$ cat config.mk
export PLATFORM = sky130hd
export DESIGN_NAME = complex_carrier_pll
export DESIGN_NICKNAME = d
export VERILOG_FILES = /design/src/hdl/ccp_pkg.sv /design/src/hdl/ccp_cordic.sv /design/src/hdl/ccp_mul.sv /design/src/hdl/complex_carrier_pll.sv
export VERILOG_INCLUDE_DIRS = /design/src /design/src/hdl
export SDC_FILE = /design/constraint.sdc
export NUM_CORES = 2
export LEC_CHECK = 0
export BUFFER_PORTS_ARGS = -buffer_cell sky130_fd_sc_hd__buf_2
export CORE_ASPECT_RATIO = 1.2
export CORE_MARGIN = 2
export CORE_UTILIZATION = 50
export CTS_CLUSTER_DIAMETER = 30
export DETAILED_ROUTE_END_ITERATION = 16
export PLACE_DENSITY = 0.7
export SYNTH_ARGS = -nofsm -noshare
export SYNTH_HDL_FRONTEND = slang
export SYNTH_SLANG_ARGS = --single-unit
$ cat constraint.sdc
create_clock -name aclk -period 11.3 [get_ports aclk]
set_clock_uncertainty 0.2 [all_clocks]
set_input_delay 1.695 -clock aclk [delete_from_list [all_inputs] [get_ports aclk]]
set_output_delay 1.695 -clock aclk [all_outputs]
set_load 0.01 [all_outputs]
$ cat src/hdl/complex_carrier_pll_assert.svh
// Assertion macros shared by the complex carrier PLL RTL.
`ifndef COMPLEX_CARRIER_PLL_ASSERT_SVH
`define COMPLEX_CARRIER_PLL_ASSERT_SVH

// Condition that must hold at every clock edge out of reset.
`define CCP_ASSERT_ALWAYS(lbl, expr, msg) \
    lbl: assert property (@(posedge aclk) disable iff (!aresetn) (expr)) else $error(msg);

// Condition that must hold in the cycle after a trigger.
`define CCP_ASSERT_NEXT(lbl, trig, expr, msg) \
    lbl: assert property (@(posedge aclk) disable iff (!aresetn) (trig) |=> (expr)) \
        else $error(msg);

`endif

$ cat src/hdl/ccp_pkg.sv
// Package: constants, CORDIC control struct and helper functions for the carrier PLL.
`timescale 1ns / 1ps
`default_nettype none
package ccp_pkg;

    localparam int PHASE_LUT_BITS  = 10;
    localparam int ATAN_ITERATIONS = 16;
    localparam int ROT_STEPS       = 24;
    localparam int XW              = 36;
    localparam int ZW              = 33;
    localparam logic signed [XW-1:0] CORDIC_K_Q30 = 36'sd652032874;

    typedef struct packed {
        logic                 load;
        logic                 step;
        logic                 vec_mode;
        logic [4:0]           idx;
        logic signed [XW-1:0] x0;
        logic signed [XW-1:0] y0;
        logic signed [ZW-1:0] z0;
    } cordic_ctl_t;

    // atan(2^-i) in turn units times 2^32
    function automatic logic [31:0] atan_turn(input logic [4:0] i);
        logic [31:0] r;
        case (i)
            5'd0:    r = 32'h20000000;
            5'd1:    r = 32'h12E4051E;
            5'd2:    r = 32'h09FB385B;
            5'd3:    r = 32'h051111D4;
            5'd4:    r = 32'h028B0D43;
            5'd5:    r = 32'h0145D7E1;
            5'd6:    r = 32'h00A2F61E;
            5'd7:    r = 32'h00517C55;
            5'd8:    r = 32'h0028BE53;
            5'd9:    r = 32'h00145F2F;
            5'd10:   r = 32'h000A2F98;
            5'd11:   r = 32'h000517CC;
            5'd12:   r = 32'h00028BE6;
            5'd13:   r = 32'h000145F3;
            5'd14:   r = 32'h0000A2FA;
            5'd15:   r = 32'h0000517D;
            5'd16:   r = 32'h000028BE;
            5'd17:   r = 32'h0000145F;
            5'd18:   r = 32'h00000A30;
            5'd19:   r = 32'h00000518;
            5'd20:   r = 32'h0000028C;
            5'd21:   r = 32'h00000146;
            5'd22:   r = 32'h000000A3;
            5'd23:   r = 32'h00000051;
            default: r = 32'h00000000;
        endcase
        return r;
    endfunction

    // Q30 -> Q15, round half up, saturate to +-32767
    function automatic logic signed [15:0] to_q15(input logic signed [XW-1:0] v);
        logic signed [XW:0] t;
        logic signed [XW:0] r;
        logic signed [15:0] o;
        t = {v[XW-1], v} + (XW+1)'(16384);
        r = t >>> 15;
        if (r > (XW+1)'(32767))
            o = 16'sd32767;
        else if (r < -(XW+1)'(32767))
            o = -16'sd32767;
        else
            o = r[15:0];
        return o;
    endfunction

endpackage
`default_nettype wire

$ cat src/hdl/ccp_cordic.sv
// Shared CORDIC add/shift unit, one micro-rotation per cycle while step is set, rotation or vectoring.
`timescale 1ns / 1ps
`default_nettype none
module ccp_cordic (
    input  wire                          aclk,
    input  ccp_pkg::cordic_ctl_t         ctl,
    output logic signed [ccp_pkg::XW-1:0] x_out,
    output logic signed [ccp_pkg::XW-1:0] y_out,
    output logic signed [ccp_pkg::ZW-1:0] z_out
);
    import ccp_pkg::*;

    logic signed [XW-1:0] x_reg, x_next;
    logic signed [XW-1:0] y_reg, y_next;
    logic signed [ZW-1:0] z_reg, z_next;
    logic signed [XW-1:0] dx, dy;
    logic signed [ZW-1:0] at;
    logic                 sigma;

    always_comb begin
        dx    = y_reg >>> ctl.idx;
        dy    = x_reg >>> ctl.idx;
        at    = {1'b0, atan_turn(ctl.idx)};
        // rotation drives z to zero, vectoring drives y to zero
        sigma = ctl.vec_mode ? y_reg[XW-1] : !z_reg[ZW-1];
        if (sigma) begin
            x_next = x_reg - dx;
            y_next = y_reg + dy;
            z_next = z_reg - at;
        end else begin
            x_next = x_reg + dx;
            y_next = y_reg - dy;
            z_next = z_reg + at;
        end
    end

    always_ff @(posedge aclk) begin
        if (ctl.load) begin
            x_reg <= ctl.x0;
            y_reg <= ctl.y0;
            z_reg <= ctl.z0;
        end else if (ctl.step) begin
            x_reg <= x_next;
            y_reg <= y_next;
            z_reg <= z_next;
        end
    end

    assign x_out = x_reg;
    assign y_out = y_reg;
    assign z_out = z_reg;

endmodule
`default_nettype wire

$ cat src/hdl/ccp_mul.sv
// Shared signed 33x18 multiplier with registered product.
`timescale 1ns / 1ps
`default_nettype none
module ccp_mul (
    input  wire                 aclk,
    input  logic signed [32:0]  mul_a,
    input  logic signed [17:0]  mul_b,
    output logic signed [50:0]  prod
);
    import ccp_pkg::*;

    logic signed [50:0] prod_reg;

    always_ff @(posedge aclk) begin
        prod_reg <= mul_a * mul_b;
    end

    assign prod = prod_reg;

endmodule
`default_nettype wire

$ cat src/hdl/complex_carrier_pll.sv
// Top level: carrier-tracking PLL with NCO, sequencing a shared CORDIC and multiplier.
// Usage:
//   Input stream s_*: one complex sample per transaction, tdata = {sample_q, sample_i}.
//   Output stream m_*: one result per input, tdata from bit 0 up: mixed_i, mixed_q,
//   phase_error, phase_step, nco_phase_out (32 bits each).
//   Config: cfg_wr_en/cfg_addr/cfg_wdata write center_increment (0, also loads the
//   phase step), low_limit (1), high_limit (2), loop_beta (3). Write only while idle.
// Sequence: from accept to result valid a sample runs 24 rotation steps on the CORDIC
//   unit for the NCO phasor, mixing on the single multiplier, 16 vectoring steps for
//   the angle, the loop filter and the output load. The block takes one sample at a
//   time; s_tready is high only when idle, so a new sample is accepted only once the
//   last one has been loaded into the output register.
// Output: results sit in an output register; the next sample is accepted while a
//   result waits. If the receiver stalls, a finished sample holds in its last step
//   until the output register frees.
// Reset: aresetn (synchronous, active low) clears the NCO phase and step, restores
//   the register defaults and drops m_tvalid.
`timescale 1ns / 1ps
`default_nettype none
`include "complex_carrier_pll_assert.svh"
module complex_carrier_pll (
    input  wire          aclk,
    input  wire          aresetn,
    input  wire          s_tvalid,
    output logic         s_tready,
    input  wire  [31:0]  s_tdata,    // sample_i [15:0], sample_q [31:16]
    output logic         m_tvalid,
    input  wire          m_tready,
    output logic [159:0] m_tdata,    // mixed_i, mixed_q, phase_error, phase_step, nco_phase_out
    input  wire          cfg_wr_en,
    input  wire  [1:0]   cfg_addr,
    input  wire  [31:0]  cfg_wdata
);
    import ccp_pkg::*;

    localparam logic [2:0] ST_IDLE = 3'd0;
    localparam logic [2:0] ST_ROT  = 3'd1;
    localparam logic [2:0] ST_MIX  = 3'd2;
    localparam logic [2:0] ST_VEC  = 3'd3;
    localparam logic [2:0] ST_FILT = 3'd4;
    localparam logic [2:0] ST_DONE = 3'd5;

    localparam logic [1:0] REG_CENTER = 2'd0;
    localparam logic [1:0] REG_LOW    = 2'd1;
    localparam logic [1:0] REG_HIGH   = 2'd2;
    localparam logic [1:0] REG_BETA   = 2'd3;

    logic [2:0]          state_reg;
    logic [4:0]          cnt_reg;
    logic signed [15:0]  si_reg, sq_reg;
    logic                flip_reg, zero_reg;
    logic signed [31:0]  mi_reg, mq_reg, err_reg;
    logic signed [50:0]  acc_reg;
    logic [31:0]         phase_reg;
    logic signed [31:0]  inc_reg;
    logic signed [31:0]  center_reg, low_reg, high_reg;
    logic [15:0]         beta_reg;
    logic                m_tvalid_reg;
    logic [159:0]        m_tdata_reg;

    cordic_ctl_t         ctl;
    logic signed [XW-1:0] cx, cy;
    logic signed [ZW-1:0] cz;
    logic signed [32:0]  mul_a;
    logic signed [17:0]  mul_b;
    logic signed [50:0]  prod;

    logic [31:0]         rot_a;
    logic                rot_flip;
    logic signed [15:0]  c_val, s_val;
    logic signed [31:0]  err_val;
    logic signed [50:0]  filt_sum;
    logic signed [34:0]  inc_w;
    logic                in_window;
    logic signed [31:0]  inc_new;

    ccp_cordic u_cordic (
        .aclk  (aclk),
        .ctl   (ctl),
        .x_out (cx),
        .y_out (cy),
        .z_out (cz)
    );

    ccp_mul u_mul (
        .aclk  (aclk),
        .mul_a (mul_a),
        .mul_b (mul_b),
        .prod  (prod)
    );

    always_comb begin
        rot_a    = {phase_reg[31:32-PHASE_LUT_BITS], {(32-PHASE_LUT_BITS){1'b0}}};
        // left half-plane: reduce by half a turn, negate phasor afterwards
        rot_flip = rot_a[31] ^ rot_a[30];
        c_val    = flip_reg ? -to_q15(cx) : to_q15(cx);
        s_val    = flip_reg ? -to_q15(cy) : to_q15(cy);
        err_val  = zero_reg ? 32'sd0 : -$signed(cz[31:0]);
        filt_sum = acc_reg + prod + 51'sd32768;
        inc_w    = filt_sum[50:16];
        in_window = (inc_w >= 35'(low_reg)) && (inc_w <= 35'(high_reg));
        inc_new  = in_window ? inc_w[31:0] : center_reg;
    end

    always_comb begin
        ctl          = '0;
        ctl.idx      = cnt_reg;
        ctl.vec_mode = (state_reg == ST_VEC);
        ctl.step     = (state_reg == ST_ROT) || (state_reg == ST_VEC);
        ctl.x0       = CORDIC_K_Q30;
        ctl.y0       = '0;
        ctl.z0       = ZW'($signed({rot_a[31] ^ rot_flip, rot_a[30:0]}));
        if (state_reg == ST_IDLE) begin
            ctl.load = s_tvalid && s_tready;
        end else if (state_reg == ST_MIX && cnt_reg == 5'd5) begin
            ctl.load = 1'b1;
            if (mi_reg[31]) begin
                ctl.x0 = -XW'(mi_reg);
                ctl.y0 = -XW'(mq_reg);
                ctl.z0 = {1'b0, 32'h80000000};
            end else begin
                ctl.x0 = XW'(mi_reg);
                ctl.y0 = XW'(mq_reg);
                ctl.z0 = '0;
            end
        end
    end

    always_comb begin
        mul_a = 33'(c_val);
        mul_b = 18'(si_reg);
        if (state_reg == ST_FILT) begin
            if (cnt_reg == 5'd0) begin
                mul_a = 33'(err_val);
                mul_b = $signed({1'b0, 17'(17'h10000 - {1'b0, beta_reg})});
            end else begin
                mul_a = 33'(inc_reg);
                mul_b = $signed({2'b00, beta_reg});
            end
        end else begin
            case (cnt_reg[1:0])
                2'd0:    begin mul_a = 33'(c_val); mul_b = 18'(si_reg); end
                2'd1:    begin mul_a = 33'(s_val); mul_b = 18'(sq_reg); end
                2'd2:    begin mul_a = 33'(c_val); mul_b = 18'(sq_reg); end
                default: begin mul_a = 33'(s_val); mul_b = 18'(si_reg); end
            endcase
        end
    end

    always_ff @(posedge aclk) begin
        if (!aresetn) begin
            state_reg    <= ST_IDLE;
            cnt_reg      <= '0;
            phase_reg    <= '0;
            inc_reg      <= '0;
            center_reg   <= '0;
            low_reg      <= 32'sh80000000;
            high_reg     <= 32'sh7FFFFFFF;
            beta_reg     <= 16'd65000;
            m_tvalid_reg <= 1'b0;
        end else begin
            // in ST_DONE the output register is reloaded below instead
            if (m_tvalid_reg && m_tready && state_reg != ST_DONE)
                m_tvalid_reg <= 1'b0;
            case (state_reg)
                ST_IDLE: begin
                    if (s_tvalid) begin
                        si_reg    <= $signed(s_tdata[15:0]);
                        sq_reg    <= $signed(s_tdata[31:16]);
                        flip_reg  <= rot_flip;
                        cnt_reg   <= '0;
                        state_reg <= ST_ROT;
                    end
                end
                ST_ROT: begin
                    if (cnt_reg == 5'(ROT_STEPS - 1)) begin
                        cnt_reg   <= '0;
                        state_reg <= ST_MIX;
                    end else begin
                        cnt_reg <= cnt_reg + 5'd1;
                    end
                end
                ST_MIX: begin
                    case (cnt_reg)
                        5'd1:    mi_reg <= prod[31:0];
                        5'd2:    mi_reg <= mi_reg - prod[31:0];
                        5'd3:    mq_reg <= prod[31:0];
                        5'd4:    mq_reg <= mq_reg + prod[31:0];
                        default: ;
                    endcase
                    if (cnt_reg == 5'd5) begin
                        zero_reg  <= (mi_reg == 32'sd0) && (mq_reg == 32'sd0);
                        cnt_reg   <= '0;
                        state_reg <= ST_VEC;
                    end else begin
                        cnt_reg <= cnt_reg + 5'd1;
                    end
                end
                ST_VEC: begin
                    if (cnt_reg == 5'(ATAN_ITERATIONS - 1)) begin
                        cnt_reg   <= '0;
                        state_reg <= ST_FILT;
                    end else begin
                        cnt_reg <= cnt_reg + 5'd1;
                    end
                end
                ST_FILT: begin
                    if (cnt_reg == 5'd0)
                        err_reg <= err_val;
                    if (cnt_reg == 5'd1)
                        acc_reg <= prod;
                    if (cnt_reg == 5'd2) begin
                        inc_reg   <= inc_new;
                        phase_reg <= phase_reg + inc_new;
                        cnt_reg   <= '0;
                        state_reg <= ST_DONE;
                    end else begin
                        cnt_reg <= cnt_reg + 5'd1;
                    end
                end
                ST_DONE: begin
                    if (!m_tvalid_reg || m_tready) begin
                        m_tdata_reg  <= {phase_reg, inc_reg, err_reg, mq_reg, mi_reg};
                        m_tvalid_reg <= 1'b1;
                        state_reg    <= ST_IDLE;
                    end
                end
                default: state_reg <= ST_IDLE;
            endcase
            if (cfg_wr_en) begin
                case (cfg_addr)
                    REG_CENTER: begin
                        center_reg <= $signed(cfg_wdata);
                        inc_reg    <= $signed(cfg_wdata);
                    end
                    REG_LOW:  low_reg  <= $signed(cfg_wdata);
                    REG_HIGH: high_reg <= $signed(cfg_wdata);
                    REG_BETA: beta_reg <= cfg_wdata[15:0];
                    default: ;
                endcase
            end
        end
    end

    assign s_tready = (state_reg == ST_IDLE);
    assign m_tvalid = m_tvalid_reg;
    assign m_tdata  = m_tdata_reg;

    `CCP_ASSERT_NEXT(a_accept_starts_rot, s_tvalid && s_tready, state_reg == ST_ROT, "accepted sample did not start rotation")
    `CCP_ASSERT_ALWAYS(a_rot_count, state_reg != ST_ROT || cnt_reg < 5'(ROT_STEPS), "rotation step count out of range")
    `CCP_ASSERT_NEXT(a_done_holds, state_reg == ST_DONE && m_tvalid && !m_tready, state_reg == ST_DONE && m_tvalid, "result overwrote a pending output")

endmodule
`default_nettype wire

==> summary.txt <==
Detailed routing
  • DR iter-0 viols: 6132
  • Via density per instance: 6.08
  • Wirelength per Cell: 23.7 um
  • Post-route ant nets: 0
  • Detailed-routing wirelength on met1: 87500 um
  • Met2 wire length: 107000 um
  • Vias after detailed routing: 59900
  • Pre-Repair DR Iteration Count: 8
  • Routed wl met3: 22000 um
  • Final wirelength: 233000 um
  • DRC viols: 0
  • DR top layer: met5

Placement
  • DP HPWL: 181000 um
  • GP Congestion: 1.00
  • PortBufs: 232

Clock tree
  • Root Buffer: clkbuf_16
  • TritonCTS Buffers: 153
  • Worst-path clk slew: 0.05 ns
  • Clock buffer depth: 3
  • H-tree Lvls: 4
  • Clock Sinks: 712
  • Clock latency on the worst-skew pair: 0.82 ns
  • CTS tree: built
  • Hold-fix buffers, CTS: 0

Outcome
  • Status: completed

Setup path
  • Most used cell, CP: fa_1
  • Reg2Reg Depth: 40
  • CP startpoint kind: register
  • Worst r2r src: u_cordic.x_out[18]
  • Worst reg2reg setup slack: 0.51 ns
  • WS Path Type: register to register
  • Worst path slowest cell: o211a_1
  • Critical Path RT: 11.79 ns
  • Reg2reg end: u_mul.prod[48]
  • Crit path largest cell delay: 0.75 ns
  • Crit path arrival time: 11.28 ns
  • Worst setup EP type: register
  • CP Max Fanout: 18

GRT
  • First-pass GRT wire length: 352000 um
  • Largest net degree at the start of global routing: 161
  • Vias in the first global route: 59500
  • All-layer global routing usage: 0.320
  • Initial antenna violation count: 20
  • Gr ovfl total: 0

Synth
  • Net Count, Synth: 8812
  • Ys Warns: 0
  • Yosys reg bits: 712
  • Register area share after synthesis: 0.266
  • Mapped Area: 70300 sq um
  • Netlist cell types: 99
  • Cells after synthesis: 7669
  • Top_reg_cell synth: edfxtp_1
  • Synth area leader: edfxtp_1
  • Post-synth EDFFs: 446
  • Top cell type's share of synthesized area: 0.191
  • Asr flop ratio synth: 0
  • Synth top area cells: edfxtp_1, fa_1, ha_1
  • Avg Synthesized Cell Area: 9.16 sq um

STA
  • Min Clock Period, post-route: 10.79 ns
  • Fin crit share: 0.955
  • Setup_tns: 0 ns
  • Count of final hold-check violations: 0
  • Actual slew at the worst max-slew pin: 1.36 ns
  • Peak Freq: 92.7 MHz
  • Slew headroom: 0.0961
  • Setup violators final: 0
  • Slew Viols, Final: 0
  • RSZ-0062 raised after global routing: false

Floorplan
  • Row Count: 150
  • I/O pin count: 233
  • Chip Width: 346 um
  • Die height: 415 um
  • Core ar.: 139000 sq um
  • Initial core utilization: 0.504
  • Die area: 144000 sq um

Layout
  • Area grow syn2layout: 13.0%
  • Total Nets Final: 9026
  • Largest register FFs: 160
  • Share of cells above drive strength 1: 0.121

Worst hold path
  • Hold crit path type: register to register
  • Worst hold start: err_reg[2]
  • Number of cells on the worst hold path: 0
  • WHS Endpoint: m_tdata[66]

Flow run
  • Max_cap viols: 0
routing by layer:
layer / up-vias / GRT usage
met4: 10 / 0.202
met2: 3026 / 0.509
met5: - / 0
met1: 29100 / 0.394
met3: 755 / 0.0729
li1: 27000 / -
cells in the final DEF (no fill, tap or decap), types with 75 or more instances in the layout:
cell type  netlist  routed
a21o_1         158     158
a21oi_1        501     495
and2_1          76      75
buf_2           26     232
buf_4            3     175
clkbuf_16        0     158
dfxtp_1        266     262
edfxtp_1       446     446
fa_1           564     564
ha_1           508     505
inv_1          861     859
mux4_2         112     112
nand2_1        937     936
nand3_1        102      98
nor2_1         561     553
nor3_1         125     120
o211ai_1        76      76
o21a_1          86      86
o21ai_0        307     301
xnor2_1        235     235
xor2_1         247     247
worst max-delay path, delay by kind of cell (launching register included):
family                     cells  cell delay (ns)
xor gates and xnor gates       1             0.14
and+or+nand+nor                9             1.87
buffers and inverters          7             0.67
AOI/OAI and AO/OA             15             3.39
adders and majority gates      8             3.80
DFF                            1             0.60
area by class of cell:
class | instances | area [sq um]
fill | 12100 | 60000
timing repair buffer | 410 | 2530
tap | 1824 | 2280
clock inverter | 104 | 1430
clock buffer | 183 | 4090
antenna | 7 | 17.5
inverter | 866 | 3250
multi-input combinational | 5740 | 47100
sequential | 712 | 18700
metrics by stage:
stage / hold WS (ns) / utilization / worst slack, ns / instances / area (sq um)
2_1_floorplan: 0.200 / - / 0.866 / 7669 / 70300
3_3_place_gp: 0.203 / 0.529 / 0.322 / 9536 / 73700
3_5_place_dp: 0.205 / 0.529 / 0.186 / 9536 / 73700
4_1_cts: 0.216 / 0.568 / 0.116 / 9823 / 79300
5_1_grt: 0.230 / 0.570 / 0.0239 / 9844 / 79400
6_report: 0.214 / 0.570 / 0.514 / 9846 / 79400
synthesized netlist by cell type (all sizes together), types with 76 or more instances:
cell / instances
and2: 76
inv: 864
o21ai: 323
nor2: 561
a21o: 158
nand2: 937
xnor2: 235
mux4: 114
dfxtp: 266
clkbuf: 284
nand3: 103
nor3: 125
o211ai: 76
o21a: 86
fa: 564
ha: 508
edfxtp: 446
a21oi: 501
xor2: 247
repair_timing:
| item | CTS | global route |
|---|---|---|
| gates resized for setup | 0 | 14 |
| buffers inserted | 0 | 16 |
| endpoints found under the setup margin | 0 | 17 |
worst max path at each step:
| stage | startpoint | endpoint | slack [ns] | cells past startpoint |
|---|---|---|---|---|
| after CTS | u_cordic.x_out[15] | u_mul.prod[49] | 0.12 | 39 |
| after floorplan | u_cordic.x_out[14] | u_mul.prod[48] | 0.87 | 44 |
| after detailed placement | u_cordic.x_out[14] | u_mul.prod[49] | 0.19 | 39 |
| final | u_cordic.x_out[18] | u_mul.prod[48] | 0.51 | 40 |
| after global placement | u_cordic.x_out[17] | u_mul.prod[49] | 0.32 | 37 |
| after global routing | u_cordic.x_out[18] | u_mul.prod[48] | 0.02 | 39 |
cell families after synthesis:
| logic type | count (synthesis) | synth area share |
|---|---|---|
| AO/OA/AOI/OAI | 1654 | 0.150 |
| buffers and inverters | 1217 | 0.0664 |
| flip-flops | 712 | 0.266 |
| XOR/XNOR | 482 | 0.0601 |
| AND/OR/NAND/NOR | 2279 | 0.148 |
| multiplexers | 253 | 0.0578 |
| adder cells (fa/ha/maj) | 1072 | 0.251 |
Power is left out: the tool's default activity adds up to more than one toggle a clock period on the data nets, which glitch-free logic cannot reach.
